## src/arlb_pkg.sv

```systemverilog
// Shared types and constants for the activity rate LED blinker.
// Used by arlb_csr, arlb_div and activity_rate_led_blinker; no dependencies.
`timescale 1ns / 1ps
`default_nettype none
package arlb_pkg;

   localparam int COUNT_BITS_DEF = 16;
   localparam int TIME_BITS_DEF  = 32;
   localparam int DIV_BITS_DEF   = 32;

   localparam int PER_SEC_BITS = 10;
   localparam logic [PER_SEC_BITS-1:0] PER_SEC = 10'd1000;

   localparam int CFG_BITS  = 16;
   localparam int DATA_BITS = 32;
   localparam int ADDR_BITS = 4;

   localparam logic [1:0] REG_WINDOW_MS    = 2'd0;
   localparam logic [1:0] REG_BLINK_MIN_MS = 2'd1;
   localparam logic [1:0] REG_BLINK_MAX_MS = 2'd2;

   localparam logic [CFG_BITS-1:0] WINDOW_MS_RST    = 16'd3000;
   localparam logic [CFG_BITS-1:0] BLINK_MIN_MS_RST = 16'd80;
   localparam logic [CFG_BITS-1:0] BLINK_MAX_MS_RST = 16'd600;

   typedef struct packed {
      logic [CFG_BITS-1:0] window_ms;
      logic [CFG_BITS-1:0] blink_min_ms;
      logic [CFG_BITS-1:0] blink_max_ms;
   } cfg_type;

   typedef struct packed {
      logic busy;
      logic done;
   } div_status_type;

endpackage
`default_nettype wire

```

## src/arlb_csr.sv

```systemverilog
// Configuration registers of the LED blinker behind an APB-style port.
// Depends on arlb_pkg for the register map, reset values and cfg_type.
`timescale 1ns / 1ps
`default_nettype none
module arlb_csr
   import arlb_pkg::*;
(
   input  wire logic                 clock,
   input  wire logic                 reset,
   input  wire logic                 psel,
   input  wire logic                 penable,
   input  wire logic                 pwrite,
   input  wire logic [ADDR_BITS-1:0] paddr,
   input  wire logic [DATA_BITS-1:0] pwdata,
   output logic      [DATA_BITS-1:0] prdata,
   output logic                      pready,
   output cfg_type                   cfg
);

   cfg_type    cfg_ff;
   cfg_type    cfg_in;
   logic [1:0] reg_index;
   logic       wr_en;

   assign pready    = 1'b1;
   assign reg_index = paddr[3:2];
   assign wr_en     = psel && penable && pwrite;
   assign cfg       = cfg_ff;

   always_comb begin
      cfg_in = cfg_ff;
      if (wr_en) begin
         case (reg_index)
            REG_WINDOW_MS:    cfg_in.window_ms    = pwdata[CFG_BITS-1:0];
            REG_BLINK_MIN_MS: cfg_in.blink_min_ms = pwdata[CFG_BITS-1:0];
            REG_BLINK_MAX_MS: cfg_in.blink_max_ms = pwdata[CFG_BITS-1:0];
            default:          cfg_in = cfg_ff;
         endcase
      end
   end

   always_comb begin
      case (reg_index)
         REG_WINDOW_MS:    prdata = DATA_BITS'(cfg_ff.window_ms);
         REG_BLINK_MIN_MS: prdata = DATA_BITS'(cfg_ff.blink_min_ms);
         REG_BLINK_MAX_MS: prdata = DATA_BITS'(cfg_ff.blink_max_ms);
         default:          prdata = '0;
      endcase
   end

   always_ff @(posedge clock) begin
      if (reset) begin
         cfg_ff.window_ms    <= WINDOW_MS_RST;
         cfg_ff.blink_min_ms <= BLINK_MIN_MS_RST;
         cfg_ff.blink_max_ms <= BLINK_MAX_MS_RST;
      end else begin
         cfg_ff <= cfg_in;
      end
   end

endmodule
`default_nettype wire

```

## src/arlb_div.sv

```systemverilog
// Bit-serial restoring divider, one quotient bit per cycle, shared by both
// divisions of a status tick. Depends on arlb_pkg for div_status_type.
`timescale 1ns / 1ps
`default_nettype none
module arlb_div
   import arlb_pkg::*;
#(
   parameter int DIV_BITS = DIV_BITS_DEF
) (
   input  wire logic                clock,
   input  wire logic                reset,
   input  wire logic                start,
   input  wire logic [DIV_BITS-1:0] dividend,
   input  wire logic [DIV_BITS-1:0] divisor,
   output logic      [DIV_BITS-1:0] quotient,
   output div_status_type           status
);

   localparam int CNT_BITS = $clog2(DIV_BITS + 1);

   logic [DIV_BITS-1:0] rem_ff, rem_in;
   logic [DIV_BITS-1:0] quo_ff, quo_in;
   logic [DIV_BITS-1:0] dvs_ff, dvs_in;
   logic [CNT_BITS-1:0] cnt_ff, cnt_in;
   logic                busy_ff, busy_in;
   logic                done_ff, done_in;
   logic [DIV_BITS:0]   rem_sh;
   logic [DIV_BITS:0]   diff;
   logic                ge;

   assign rem_sh = {rem_ff, quo_ff[DIV_BITS-1]};
   assign diff   = rem_sh - {1'b0, dvs_ff};
   assign ge     = rem_sh >= {1'b0, dvs_ff};

   always_comb begin
      rem_in  = rem_ff;
      quo_in  = quo_ff;
      dvs_in  = dvs_ff;
      cnt_in  = cnt_ff;
      busy_in = busy_ff;
      done_in = 1'b0;
      if (start) begin
         rem_in  = '0;
         quo_in  = dividend;
         dvs_in  = divisor;
         cnt_in  = CNT_BITS'(DIV_BITS);
         busy_in = 1'b1;
      end else if (busy_ff) begin
         rem_in = ge ? diff[DIV_BITS-1:0] : rem_sh[DIV_BITS-1:0];
         quo_in = {quo_ff[DIV_BITS-2:0], ge};
         cnt_in = cnt_ff - CNT_BITS'(1);
         if (cnt_ff == CNT_BITS'(1)) begin
            busy_in = 1'b0;
            done_in = 1'b1;
         end
      end
   end

   always_ff @(posedge clock) begin
      rem_ff <= rem_in;
      quo_ff <= quo_in;
      dvs_ff <= dvs_in;
      cnt_ff <= cnt_in;
      if (reset) begin
         busy_ff <= 1'b0;
         done_ff <= 1'b0;
      end else begin
         busy_ff <= busy_in;
         done_ff <= done_in;
      end
   end

   assign quotient    = quo_ff;
   assign status.busy = busy_ff;
   assign status.done = done_ff;

endmodule
`default_nettype wire

```

## src/activity_rate_led_blinker.sv

```systemverilog
// Top level of the activity rate LED blinker: sequencer, blink state, result register.
// Depends on arlb_pkg, arlb_csr and arlb_div.
// An activity request, a tick while stopped, and a tick with no recent activity pass from
// ST_CHECK straight to ST_DONE; a tick in the same millisecond as the window start also
// passes through ST_CMP. A tick that must work out the blink interval runs two divisions
// on the shared bit-serial divider, one quotient bit per cycle, in ST_DIV1 and ST_DIV2
// before ST_CMP, or only the first when the event rate comes out as zero. DIV_BITS is the
// larger of COUNT_BITS+10 and TIME_BITS.
// One request is in work at a time; the next one is accepted the cycle after the result
// is loaded, even while that result waits on the result register. A stalled result
// delays only the loading of the one after it.
`timescale 1ns / 1ps
`default_nettype none
module activity_rate_led_blinker
   import arlb_pkg::*;
#(
   parameter int COUNT_BITS = COUNT_BITS_DEF,
   parameter int TIME_BITS  = TIME_BITS_DEF
) (
   input  wire logic                 clock,
   input  wire logic                 reset,
   input  wire logic                 req_valid,
   output logic                      req_stall,
   input  wire logic                 req_action,
   input  wire logic [31:0]          req_time_ms,
   input  wire logic                 req_running,
   output logic                      rsp_valid,
   input  wire logic                 rsp_stall,
   output logic                      rsp_green_lamp,
   output logic                      rsp_red_led,
   input  wire logic                 psel,
   input  wire logic                 penable,
   input  wire logic                 pwrite,
   input  wire logic [ADDR_BITS-1:0] paddr,
   input  wire logic [DATA_BITS-1:0] pwdata,
   output logic      [DATA_BITS-1:0] prdata,
   output logic                      pready
);

   localparam int NUM_BITS = COUNT_BITS + PER_SEC_BITS;
   localparam int DIV_BITS = (NUM_BITS > TIME_BITS) ? NUM_BITS : TIME_BITS;

   typedef enum logic [5:0] {
      ST_IDLE  = 6'b000001,
      ST_CHECK = 6'b000010,
      ST_DIV1  = 6'b000100,
      ST_DIV2  = 6'b001000,
      ST_CMP   = 6'b010000,
      ST_DONE  = 6'b100000
   } state_type;

   cfg_type        cfg;
   div_status_type div_status;
   logic           div_start;
   logic [DIV_BITS-1:0] div_dividend, div_divisor, div_quo;

   state_type state_ff, state_in;

   logic                  act_ff, run_ff;
   logic [TIME_BITS-1:0]  now_ff;
   logic [COUNT_BITS-1:0] count_ff, count_in;
   logic [TIME_BITS-1:0]  win_start_ff, win_start_in;
   logic [TIME_BITS-1:0]  last_toggle_ff, last_toggle_in;
   logic                  phase_ff, phase_in;
   logic                  green_ff, green_in;
   logic                  red_ff, red_in;
   logic [CFG_BITS-1:0]   interval_ff, interval_in;
   logic                  rsp_valid_ff, rsp_valid_in;
   logic                  rsp_green_ff, rsp_red_ff;
   logic                  rsp_load;

   logic                  req_take;
   logic [TIME_BITS-1:0]  since_ws;
   logic [TIME_BITS-1:0]  since_lt;
   logic                  expired;
   logic [NUM_BITS-1:0]   numer;
   logic [DIV_BITS-1:0]   iv_lo;
   logic [DIV_BITS-1:0]   iv_hi;

   arlb_csr u_csr (
      .clock   (clock),
      .reset   (reset),
      .psel    (psel),
      .penable (penable),
      .pwrite  (pwrite),
      .paddr   (paddr),
      .pwdata  (pwdata),
      .prdata  (prdata),
      .pready  (pready),
      .cfg     (cfg)
   );

   arlb_div #(
      .DIV_BITS (DIV_BITS)
   ) u_div (
      .clock    (clock),
      .reset    (reset),
      .start    (div_start),
      .dividend (div_dividend),
      .divisor  (div_divisor),
      .quotient (div_quo),
      .status   (div_status)
   );

   assign req_stall = (state_ff != ST_IDLE);
   assign req_take  = req_valid && !req_stall;

   assign since_ws = now_ff - win_start_ff;
   assign since_lt = now_ff - last_toggle_ff;
   assign expired  = since_ws > TIME_BITS'(cfg.window_ms);
   assign numer    = NUM_BITS'(count_ff) * NUM_BITS'(PER_SEC);

   assign iv_lo = (div_quo < DIV_BITS'(cfg.blink_min_ms)) ? DIV_BITS'(cfg.blink_min_ms)
                                                           : div_quo;
   assign iv_hi = (iv_lo > DIV_BITS'(cfg.blink_max_ms)) ? DIV_BITS'(cfg.blink_max_ms)
                                                        : iv_lo;

   always_comb begin
      state_in       = state_ff;
      count_in       = count_ff;
      win_start_in   = win_start_ff;
      last_toggle_in = last_toggle_ff;
      phase_in       = phase_ff;
      green_in       = green_ff;
      red_in         = red_ff;
      interval_in    = interval_ff;
      div_start      = 1'b0;
      div_dividend   = DIV_BITS'(numer);
      div_divisor    = DIV_BITS'(since_ws);
      rsp_load       = 1'b0;
      rsp_valid_in   = rsp_valid_ff && rsp_stall;
      case (state_ff)
         ST_IDLE: begin
            if (req_take) begin
               state_in = ST_CHECK;
            end
         end
         ST_CHECK: begin
            state_in = ST_DONE;
            if (act_ff) begin
               if (expired) begin
                  win_start_in = now_ff;
                  count_in     = '0;
                  if (COUNT_BITS > 0) begin
                     count_in = COUNT_BITS'(1);
                  end
               end else if (count_ff != '1) begin
                  count_in = count_ff + COUNT_BITS'(1);
               end
            end else if (!run_ff) begin
               green_in = 1'b0;
               red_in   = 1'b1;
               phase_in = 1'b0;
            end else begin
               red_in = 1'b0;
               if (count_ff == '0 || expired) begin
                  count_in = '0;
                  phase_in = 1'b1;
                  green_in = 1'b1;
               end else if (since_ws == '0) begin
                  interval_in = cfg.blink_max_ms;
                  state_in    = ST_CMP;
               end else begin
                  div_start = 1'b1;
                  state_in  = ST_DIV1;
               end
            end
         end
         ST_DIV1: begin
            div_dividend = DIV_BITS'(PER_SEC);
            div_divisor  = div_quo;
            if (div_status.done) begin
               if (div_quo == '0) begin
                  interval_in = cfg.blink_max_ms;
                  state_in    = ST_CMP;
               end else begin
                  div_start = 1'b1;
                  state_in  = ST_DIV2;
               end
            end
         end
         ST_DIV2: begin
            if (div_status.done) begin
               interval_in = iv_hi[CFG_BITS-1:0];
               state_in    = ST_CMP;
            end
         end
         ST_CMP: begin
            if (since_lt >= TIME_BITS'(interval_ff)) begin
               phase_in       = !phase_ff;
               green_in       = !phase_ff;
               last_toggle_in = now_ff;
            end
            state_in = ST_DONE;
         end
         ST_DONE: begin
            if (!rsp_valid_ff || !rsp_stall) begin
               rsp_load     = 1'b1;
               rsp_valid_in = 1'b1;
               state_in     = ST_IDLE;
            end
         end
         default: begin
            state_in = ST_IDLE;
         end
      endcase
   end

   always_ff @(posedge clock) begin
      if (req_take) begin
         act_ff <= req_action;
         now_ff <= TIME_BITS'(req_time_ms);
         run_ff <= req_running;
      end
      if (rsp_load) begin
         rsp_green_ff <= green_ff;
         rsp_red_ff   <= red_ff;
      end
      interval_ff <= interval_in;
      if (reset) begin
         state_ff       <= ST_IDLE;
         count_ff       <= '0;
         win_start_ff   <= '0;
         last_toggle_ff <= '0;
         phase_ff       <= 1'b0;
         green_ff       <= 1'b0;
         red_ff         <= 1'b1;
         rsp_valid_ff   <= 1'b0;
      end else begin
         state_ff       <= state_in;
         count_ff       <= count_in;
         win_start_ff   <= win_start_in;
         last_toggle_ff <= last_toggle_in;
         phase_ff       <= phase_in;
         green_ff       <= green_in;
         red_ff         <= red_in;
         rsp_valid_ff   <= rsp_valid_in;
      end
   end

   assign rsp_valid      = rsp_valid_ff;
   assign rsp_green_lamp = rsp_green_ff;
   assign rsp_red_led    = rsp_red_ff;

   a_take_enters_check: assert property (@(posedge clock) disable iff (reset)
      req_take |=> state_ff == ST_CHECK)
      else $error("accepted request did not start evaluation");

   a_div_done_in_div_state: assert property (@(posedge clock) disable iff (reset)
      div_status.done |-> (state_ff == ST_DIV1 || state_ff == ST_DIV2))
      else $error("divider finished outside a division step");

   a_div_idle_on_start: assert property (@(posedge clock) disable iff (reset)
      div_start |-> !div_status.busy)
      else $error("divider restarted while busy");

   a_red_excludes_green: assert property (@(posedge clock) disable iff (reset)
      rsp_valid && rsp_red_led |-> !rsp_green_lamp)
      else $error("red and green lit together");

endmodule
`default_nettype wire
```

## config.mk

```make
export PLATFORM = sky130hd
export DESIGN_NAME = activity_rate_led_blinker
export DESIGN_NICKNAME = d
export VERILOG_FILES = /design/src/arlb_pkg.sv /design/src/arlb_csr.sv /design/src/arlb_div.sv /design/src/activity_rate_led_blinker.sv
export SDC_FILE = /design/constraint.sdc
export NUM_CORES = 1
export LEC_CHECK = 0
export BUFFER_PORTS_ARGS = -buffer_cell sky130_fd_sc_hd__buf_2
export CORE_MARGIN = 8
export CORE_UTILIZATION = 50
export DETAILED_ROUTE_END_ITERATION = 8
export GPL_ROUTABILITY_DRIVEN = 0
export PLACE_DENSITY_LB_ADDON = 0.2
export SLEW_MARGIN = 40
export SYNTH_ARGS = -nofsm -noshare
export SYNTH_HDL_FRONTEND = slang
export SYNTH_SLANG_ARGS = --single-unit
export TNS_END_PERCENT = 50
```

## constraint.sdc

```tcl
create_clock -name clock -period 15.8 [get_ports clock]
set_clock_uncertainty 0.2 [all_clocks]
set_input_delay 1.58 -clock clock [delete_from_list [all_inputs] [get_ports clock]]
set_output_delay 1.58 -clock clock [all_outputs]
set_load 0.05 [all_outputs]
```

==> flow_metrics.tcl, run 1 <==
set metrics [dict create \
    dr.pass1.iters 6 \
    cap_violations 0 \
    grt_pass1_wl_um 90200 \
    cts_sinks 293 \
    period_needed_ns 6.83 \
    multi_input_area_um2 13400 \
    cts-root-buf "clkbuf_16" \
    reg2reg_depth 27 \
    placed_cells 3068 \
    final_max_slew_viol_count 0 \
    ctsResizeCount 0 \
    drive_gt1_frac 0.0871 \
    fin_cells 3135 \
    finalSetupTns_ns 0 \
    die-area_um2 50300 \
    hold_buffers 0 \
    layout_setup_ws_ns 8.97 \
    rows 76 \
    antenna_left 0 \
    hpwl_um 43000 \
    hold_path_depth 2 \
    numCtsBuffers 37 \
    remaining_drc_errors 0 \
    synthToLayoutAreaGrowth_pct 9.85 \
    syn_avg_cell_area_um2 8.74 \
    slew_headroom 0.427 \
    drt_iter0_drc 1333 \
    avgViaCountPerCell 5.74 \
    async_flop_share 0 \
    start_util 0.505 \
    status "completed" \
    crit_type "reg2reg" \
    clk_latency_ns 0.55 \
    netlist_area_um2 21700 \
    design.core.area_um2 43000 \
    p_leak_nw 10.5 \
    routed_wl_um 56700 \
    crit_path_end_kind "register" \
    ys_ff_latch 293 \
    crit_required_ns 16.01 \
    overflow 0 \
    synth_edf_count 116 \
    rsz0062_at_grt "false" \
    grt.total_usage 0.219 \
    synthDistinctLibCells 88 \
    fillers 3980 \
    tightestPinTransition_ns 0.848 \
    wire_per_inst_um 18.1 \
    p_per_area_nw_per_um2 84.8 \
    dp_slack_ns 9.12 \
    hold_path.class "reg2reg" \
    cts_setup_buffers 0 \
    synthCells 2482 \
    grt_pass1_vias 17398 \
    io_buffers 78 \
    r2r-end "last_toggle_ff[6]$_SDFFE_PP0P_" \
    final.period_utilization 0.432 \
    hold_viol 0 \
    crit_arrival_ns 7.03 \
    reg2reg_from "now_ff[0]$_DFFE_PP_" \
    die_x_um 224 \
    clockBufferDepth 3 \
    yosysWarnings 0 \
    grt_start_max_net_pins 90 \
    nNetsFinal 2875 \
    seq_area_um2 7030 \
    regToRegSetupSlack_ns 8.97 \
    critPathLaunchType "register" \
    cts_tree "built" \
    die_height_um 224 \
    clock.fmax_mhz 146 \
    synth_flop_cell "dfxtp_1" \
    htree_levels 2 \
    hp-start "win_start_ff[0]$_SDFFE_PP0P_" \
    antenna_found_initial 0 \
    vias 18001 \
    cp_max_fo 30 \
    synth_seq_area_share 0.324 \
    diodes 0 \
    finalSetupViolCount 0 \
    ios 114 \
    vdd_drop_max_mv 0.0794 \
    whs_endpoint "win_start_ff[0]$_SDFFE_PP0P_" \
    path_clk_slew_ns 0.06 \
]
routing by layer:
| metal | vias to the layer above | global-route usage | wire [um] |
|---|---|---|---|
| met2 | 545 | 0.350 | 25600 |
| li1 | 8814 | - | - |
| met1 | 8530 | 0.294 | 25500 |
| met3 | 112 | 0.0380 | 3550 |
| met4 | 0 | 0.0836 | 2020 |
| met5 | - | 0 | 0 |
state kept, by name (all words and copies together), names as in the netlist:
signal          cells
u_div.rem_ff       32
interval_ff        16
u_div.busy_ff       1
rsp_valid           1
rsp_red_led         1
green_ff            1
u_csr.cfg          48
run_ff              1
win_start_ff       32
last_toggle_ff     32
rsp_green_lamp      1
u_div.dvs_ff       32
red_ff              1
count_ff           16
now_ff             32
u_div.quotient     32
act_ff              1
state_ff            6
u_div.cnt_ff        6
u_div.done_ff       1
synth_stat cells, types with 7 or more instances:
library cell / count / share of area
nand2_1: 250 / 0.043
inv_1: 233 / 0.040
nor2_1: 225 / 0.039
ha_1: 219 / 0.13
a21oi_1: 213 / 0.049
dfxtp_1: 177 / 0.16
o21ai_0: 119 / 0.027
edfxtp_1: 116 / 0.16
mux2i_1: 99 / 0.046
clkbuf_1: 62 / 0.011
fa_1: 57 / 0.053
xnor2_1: 57 / 0.023
nand3_1: 51 / 0.012
a21o_1: 45 / 0.016
nor3_1: 41 / 0.0095
nand4_1: 39 / 0.011
a211oi_1: 34 / 0.012
o211ai_1: 34 / 0.012
xor2_1: 34 / 0.014
nand2b_1: 31 / 0.0089
mux2_2: 29 / 0.015
buf_4: 23 / 0.0080
o21a_1: 22 / 0.0076
nor4_1: 21 / 0.0061
and2_1: 17 / 0.0049
and3_1: 16 / 0.0046
nor2b_1: 16 / 0.0046
a31oi_1: 13 / 0.0037
or3_1: 11 / 0.0032
buf_2: 10 / 0.0023
o2111ai_1: 9 / 0.0036
o21bai_1: 9 / 0.0031
o31ai_1: 9 / 0.0031
nand3b_1: 8 / 0.0028
or2_2: 8 / 0.0023
o21ai_1: 7 / 0.0016
cell usage in the layout (no fill, tap or decap), types with 17 or more instances in the layout:
cell       instances
ha_1             219
dfxtp_1          176
nor3_1            40
nor4_1            21
xnor2_1           57
a21oi_1          212
mux2i_1           99
nand2b_1          31
inv_1            233
a21o_1            45
o21ai_0          119
mux2_2            29
o21a_1            22
and2_1            17
edfxtp_1         116
xor2_1            34
nand3_1           51
fa_1              57
o211ai_1          34
conb_1            17
buf_2             77
clkbuf_16         40
nand2_1          249
nand4_1           39
nor2_1           224
a211oi_1          34
layout make-up:
type / instances / area share
clock inverters: 11 / 0.00693
clock buffers: 56 / 0.0483
inverters: 234 / 0.0368
well taps: 585 / 0.0307
repair buffers: 93 / 0.0215
multi-input cells: 1863 / 0.561
flip-flops and latches: 293 / 0.295
worst max-delay path by stage:
stage                   startpoint                         endpoint  slack, ns  depth (start not counted)
2_1_floorplan             paddr[2]                       prdata[10]      10.34                          4
3_3_place_gp   now_ff[0]$_DFFE_PP_   last_toggle_ff[5]$_SDFFE_PP0P_       9.21                         27
3_5_place_dp   now_ff[0]$_DFFE_PP_  last_toggle_ff[15]$_SDFFE_PP0P_       9.12                         27
4_1_cts        now_ff[0]$_DFFE_PP_  last_toggle_ff[23]$_SDFFE_PP0P_       9.06                         27
5_1_grt        now_ff[0]$_DFFE_PP_  last_toggle_ff[21]$_SDFFE_PP0P_       8.45                         27
6_report       now_ff[0]$_DFFE_PP_   last_toggle_ff[6]$_SDFFE_PP0P_       8.97                         27
logic make-up after synthesis:
logic type,count (synthesis),synth area share
AOI/OAI and AO/OA,584,0.168
xor gates and xnor gates,91,0.0367
adders and majority gates,276,0.179
buffers and inverters,341,0.0656
DFF,293,0.324
muxes,128,0.0607
other,2,0.000346
and+or+nand+nor,767,0.166
power by group:
part	switching, mW	internal, mW	total (mW)
logic	0.185	0.108	0.293
registers	0.0170	0.803	0.820
clock network	0.339	0.568	0.908
total	0.541	1.48	2.02
critical path, stage by stage, from the launching register on:
cell and delay, ns:
edfxtp_1 0.44, inv_1 0.13, ha_1 0.20, inv_1 0.07, fa_1 0.42, a211oi_1 0.29
o211ai_1 0.18, a221oi_2 0.41, nor2b_1 0.09, o21a_1 0.19, o21ai_0 0.15, nand2b_1 0.08
a21oi_1 0.19, xnor2_1 0.14, ha_1 0.27, and3_1 0.15, o21ai_0 0.32, o2111ai_1 0.22
nor4_1 0.32, nand4_1 0.14, nor4_1 0.32, nand4_1 0.15, nor4_1 0.26, nand4_1 0.22
o21ai_4 0.28, buf_4 0.51, mux2i_1 0.25, nor2_1 0.06
metrics by stage:
step | total power, mW | instance area, um^2 | hold slack [ns] | utilization
finish | 2.02 | 23800 | 0.264 | 0.555
global route | 2.10 | 23800 | 0.288 | 0.555
CTS | 2.03 | 23800 | 0.263 | 0.554
detailed placement | 1.12 | 22500 | 0.255 | 0.524
global placement | 1.12 | 22500 | 0.247 | 0.523
floorplan | 1.05 | 21800 | 0.202 | -
(Power assumes the default switching activity.)
==> run 2, diff against run 1 <==
Settings changed: ABC_AREA set to 1.
Clock period 15.8 ns to 7.05 ns, I/O delays scaled along.
==> run 2 against run 1 <==
First-iteration DRC count up 19%; final cell count up 26%; register-to-register slack worse by 7.9 ns; core utilization down 0.61 points; clock-buffer cell count down 11; total power up 130%; sequential share of layout area down 1.8 points; cell area up 6.5%; die area up 6.7%; wire length up 11%; clock power up 110%; highest routed layer unchanged.
==> flow_metrics.tcl, run 2 <==
set metrics [dict create \
    ctsResizeCount 0 \
    grt.total_usage 0.231 \
    design.core.area_um2 46300 \
    synthDistinctLibCells 51 \
    regToRegSetupSlack_ns 1.12 \
    fin_area_um2 25400 \
    async_flop_share 0 \
    rows 79 \
    overflow 0 \
    final.period_utilization 0.841 \
    synthMuxAreaShare 0 \
    die_x_um 232 \
    synthCells 3273 \
    p_per_area_nw_per_um2 182 \
    avgViaCountPerCell 5.37 \
    rsz0062_at_grt "false" \
    cts-root-buf "clkbuf_16" \
    synth_xor_area_frac 0.0301 \
    layout_commonest_cell "nand2_1" \
    synth_seq_area_share 0.302 \
    largest_reg_flops 48 \
    die_height_um 232 \
    netlist_area_um2 23300 \
    synth_edf_count 116 \
    antenna_found_initial 0 \
    hold_path.class "in2reg" \
    hp-start "req_action" \
    synth-adder-area-share 0.167 \
    wire_per_inst_um 15.9 \
    crit_path_end_kind "register" \
    r2r-end "u_div.quotient[13]$_DFFE_PP_" \
    synthTopCellsByArea "dfxtp_1 15%, edfxtp_1 15%, nand2_1 13%" \
    yosysTopAreaCell "dfxtp_1" \
    ys_ff_latch 293 \
    syn_avg_cell_area_um2 7.11 \
    whs_endpoint "act_ff$_DFFE_PP_" \
    layout_setup_ws_ns 1.12 \
    grt_pass1_vias 20004 \
    hold_buffers 0 \
    finalSetupTns_ns 0 \
    p_leak_nw 12.4 \
    dr.pass1.iters 6 \
    power.internal_mw 3.21 \
    placed_cells 3889 \
    clock.fmax_mhz 169 \
    synth_top_family_by_area "simple AND/OR/NAND/NOR gates" \
    yosysMostFrequentCell "nand2_1" \
    pwr-share-comb 0.188 \
    crit_type "reg2reg" \
    start_util 0.503 \
    synth_flop_cell "dfxtp_1" \
    reg2reg_depth 25 \
    htree_levels 2 \
    hold_viol 0 \
    dpl_cell_area_um2 24100 \
    cts_setup_buffers 0 \
    antenna_left 0 \
    final_max_slew_viol_count 0 \
    reg2reg_from "now_ff[0]$_DFFE_PP_" \
    path_clk_slew_ns 0.06 \
    cts_sinks 293 \
    critPathLaunchType "register" \
    die-area_um2 53700 \
    grt_start_max_net_pins 119 \
    power_frac_clock 0.413 \
    clk_latency_ns 0.57 \
    finalSetupViolCount 0 \
    yosys.area_share.simple 0.253 \
    status "completed" \
    yosysWarnings 0 \
    cts_tree "built" \
    fin_util 0.549 \
    drive_gt1_frac 0.0582 \
    vdd_drop_max_mv 0.191 \
    tightestPinTransition_ns 0.800 \
    synth_compound_area_frac 0.140 \
    final_cell_mix "835 x nand2_1, 529 x inv_1, 280 x a21oi_1" \
    drt_iter0_drc 1592 \
    clockBufferDepth 3 \
    vias 21261 \
    routed_wl_um 63000 \
    period_needed_ns 5.93 \
    nNetsFinal 3674 \
    slew_headroom 0.464 \
    ios 114 \
    grt_pass1_wl_um 102000 \
    cp_max_fo 58 \
    diodes 0 \
    fin_cells 3956 \
    hpwl_um 49000 \
    crit_required_ns 7.06 \
    switching_power_mw 1.41 \
    synthToLayoutAreaGrowth_pct 9.00 \
    switching_share 0.305 \
    remaining_drc_errors 0 \
    hold_path_depth 1 \
    dp_slack_ns 1.27 \
    cap_violations 0 \
    io_buffers 78 \
    crit_arrival_ns 5.94 \
    synth_top_cell_area_share 0.152 \
    synth_common_cells "837 x nand2_1, 529 x inv_1, 280 x a21oi_1" \
    numCtsBuffers 36 \
    seq_power_share 0.399 \
]
-- run 2: changes by cell type after synthesis, moves of 67 or more --
cell,before,now
a21oi_1,213,280
inv_1,233,529
mux2i_1,99,0
nand2_1,250,837
nand3_1,51,156
o21ai_0,119,189
-- run 2: cell type report --
cell class	instances	area [um^2]
sequential	293	7030
timing repair buffer	93	534
multi-input combinational	2358	13800
tap	607	759
clock inverter	21	219
clock buffer	45	996
fill	4445	20900
inverter	539	2030
-- run 2: worst max-delay path, stage by stage, from the launching register on --
cell      delay, ns
edfxtp_1       0.35
inv_1          0.11
ha_1           0.24
fa_1           0.41
inv_1          0.10
nand3_1        0.08
nand2_2        0.12
nand2_1        0.06
nand2_1        0.15
nand2_1        0.07
nand2_1        0.11
xnor2_1        0.27
inv_1          0.12
ha_1           0.30
nand2_1        0.08
nor4_1         0.60
inv_1          0.13
nor3_1         0.16
or2_2          0.23
nand4_4        0.14
inv_2          0.10
nand2_4        0.19
nand2_4        0.56
inv_1          0.17
nand2_1        0.10
buf_4          0.38
-- run 2: per-layer routing --
layer,global-route usage,wire length (um),share of wire
met5,0,0,0
met4,0.0966,2490,0.039
met3,0.0347,3910,0.062
met2,0.364,27600,0.44
met1,0.313,29000,0.46
-- run 2: logic make-up after synthesis --
family,Yosys count
AOI/OAI and AO/OA,596
xor gates and xnor gates,80
and+or+nand+nor,1389
buffers and inverters,637
DFF,293
adders and majority gates,276
other,2
-- run 2: per-stage QoR --
step	hold WS, ns	power [mW]
3_5_place_dp	0.224	2.73
5_1_grt	0.0998	4.83
2_1_floorplan	0.203	2.49
4_1_cts	0.0884	4.64
3_3_place_gp	0.223	2.71
6_report	0.116	4.61
-- run 2: power groups by stage --
stage / logic, mW / registers (mW) / clock network (mW)
global route: 0.975 / 1.84 / 2.01
floorplan: 0.632 / 1.86 / 0
detailed placement: 0.848 / 1.88 / 0
CTS: 0.854 / 1.84 / 1.94
global placement: 0.829 / 1.88 / 0
finish: 0.869 / 1.84 / 1.90
-- run 2: worst max-delay path by stage --
stage	startpoint	end	slack, ns	cells past startpoint
3_3_place_gp	now_ff[0]$_DFFE_PP_	u_div.quotient[1]$_SDFFCE_PP0P_	1.35	24
2_1_floorplan	now_ff[0]$_DFFE_PP_	u_div.quotient[0]$_SDFFCE_PP0P_	2.34	26
5_1_grt	now_ff[0]$_DFFE_PP_	u_div.quotient[13]$_DFFE_PP_	0.77	25
3_5_place_dp	now_ff[0]$_DFFE_PP_	u_div.quotient[2]$_SDFFCE_PP0P_	1.27	26
6_report	now_ff[0]$_DFFE_PP_	u_div.quotient[13]$_DFFE_PP_	1.12	25
4_1_cts	now_ff[0]$_DFFE_PP_	u_div.quotient[6]$_DFFE_PP_	1.24	26
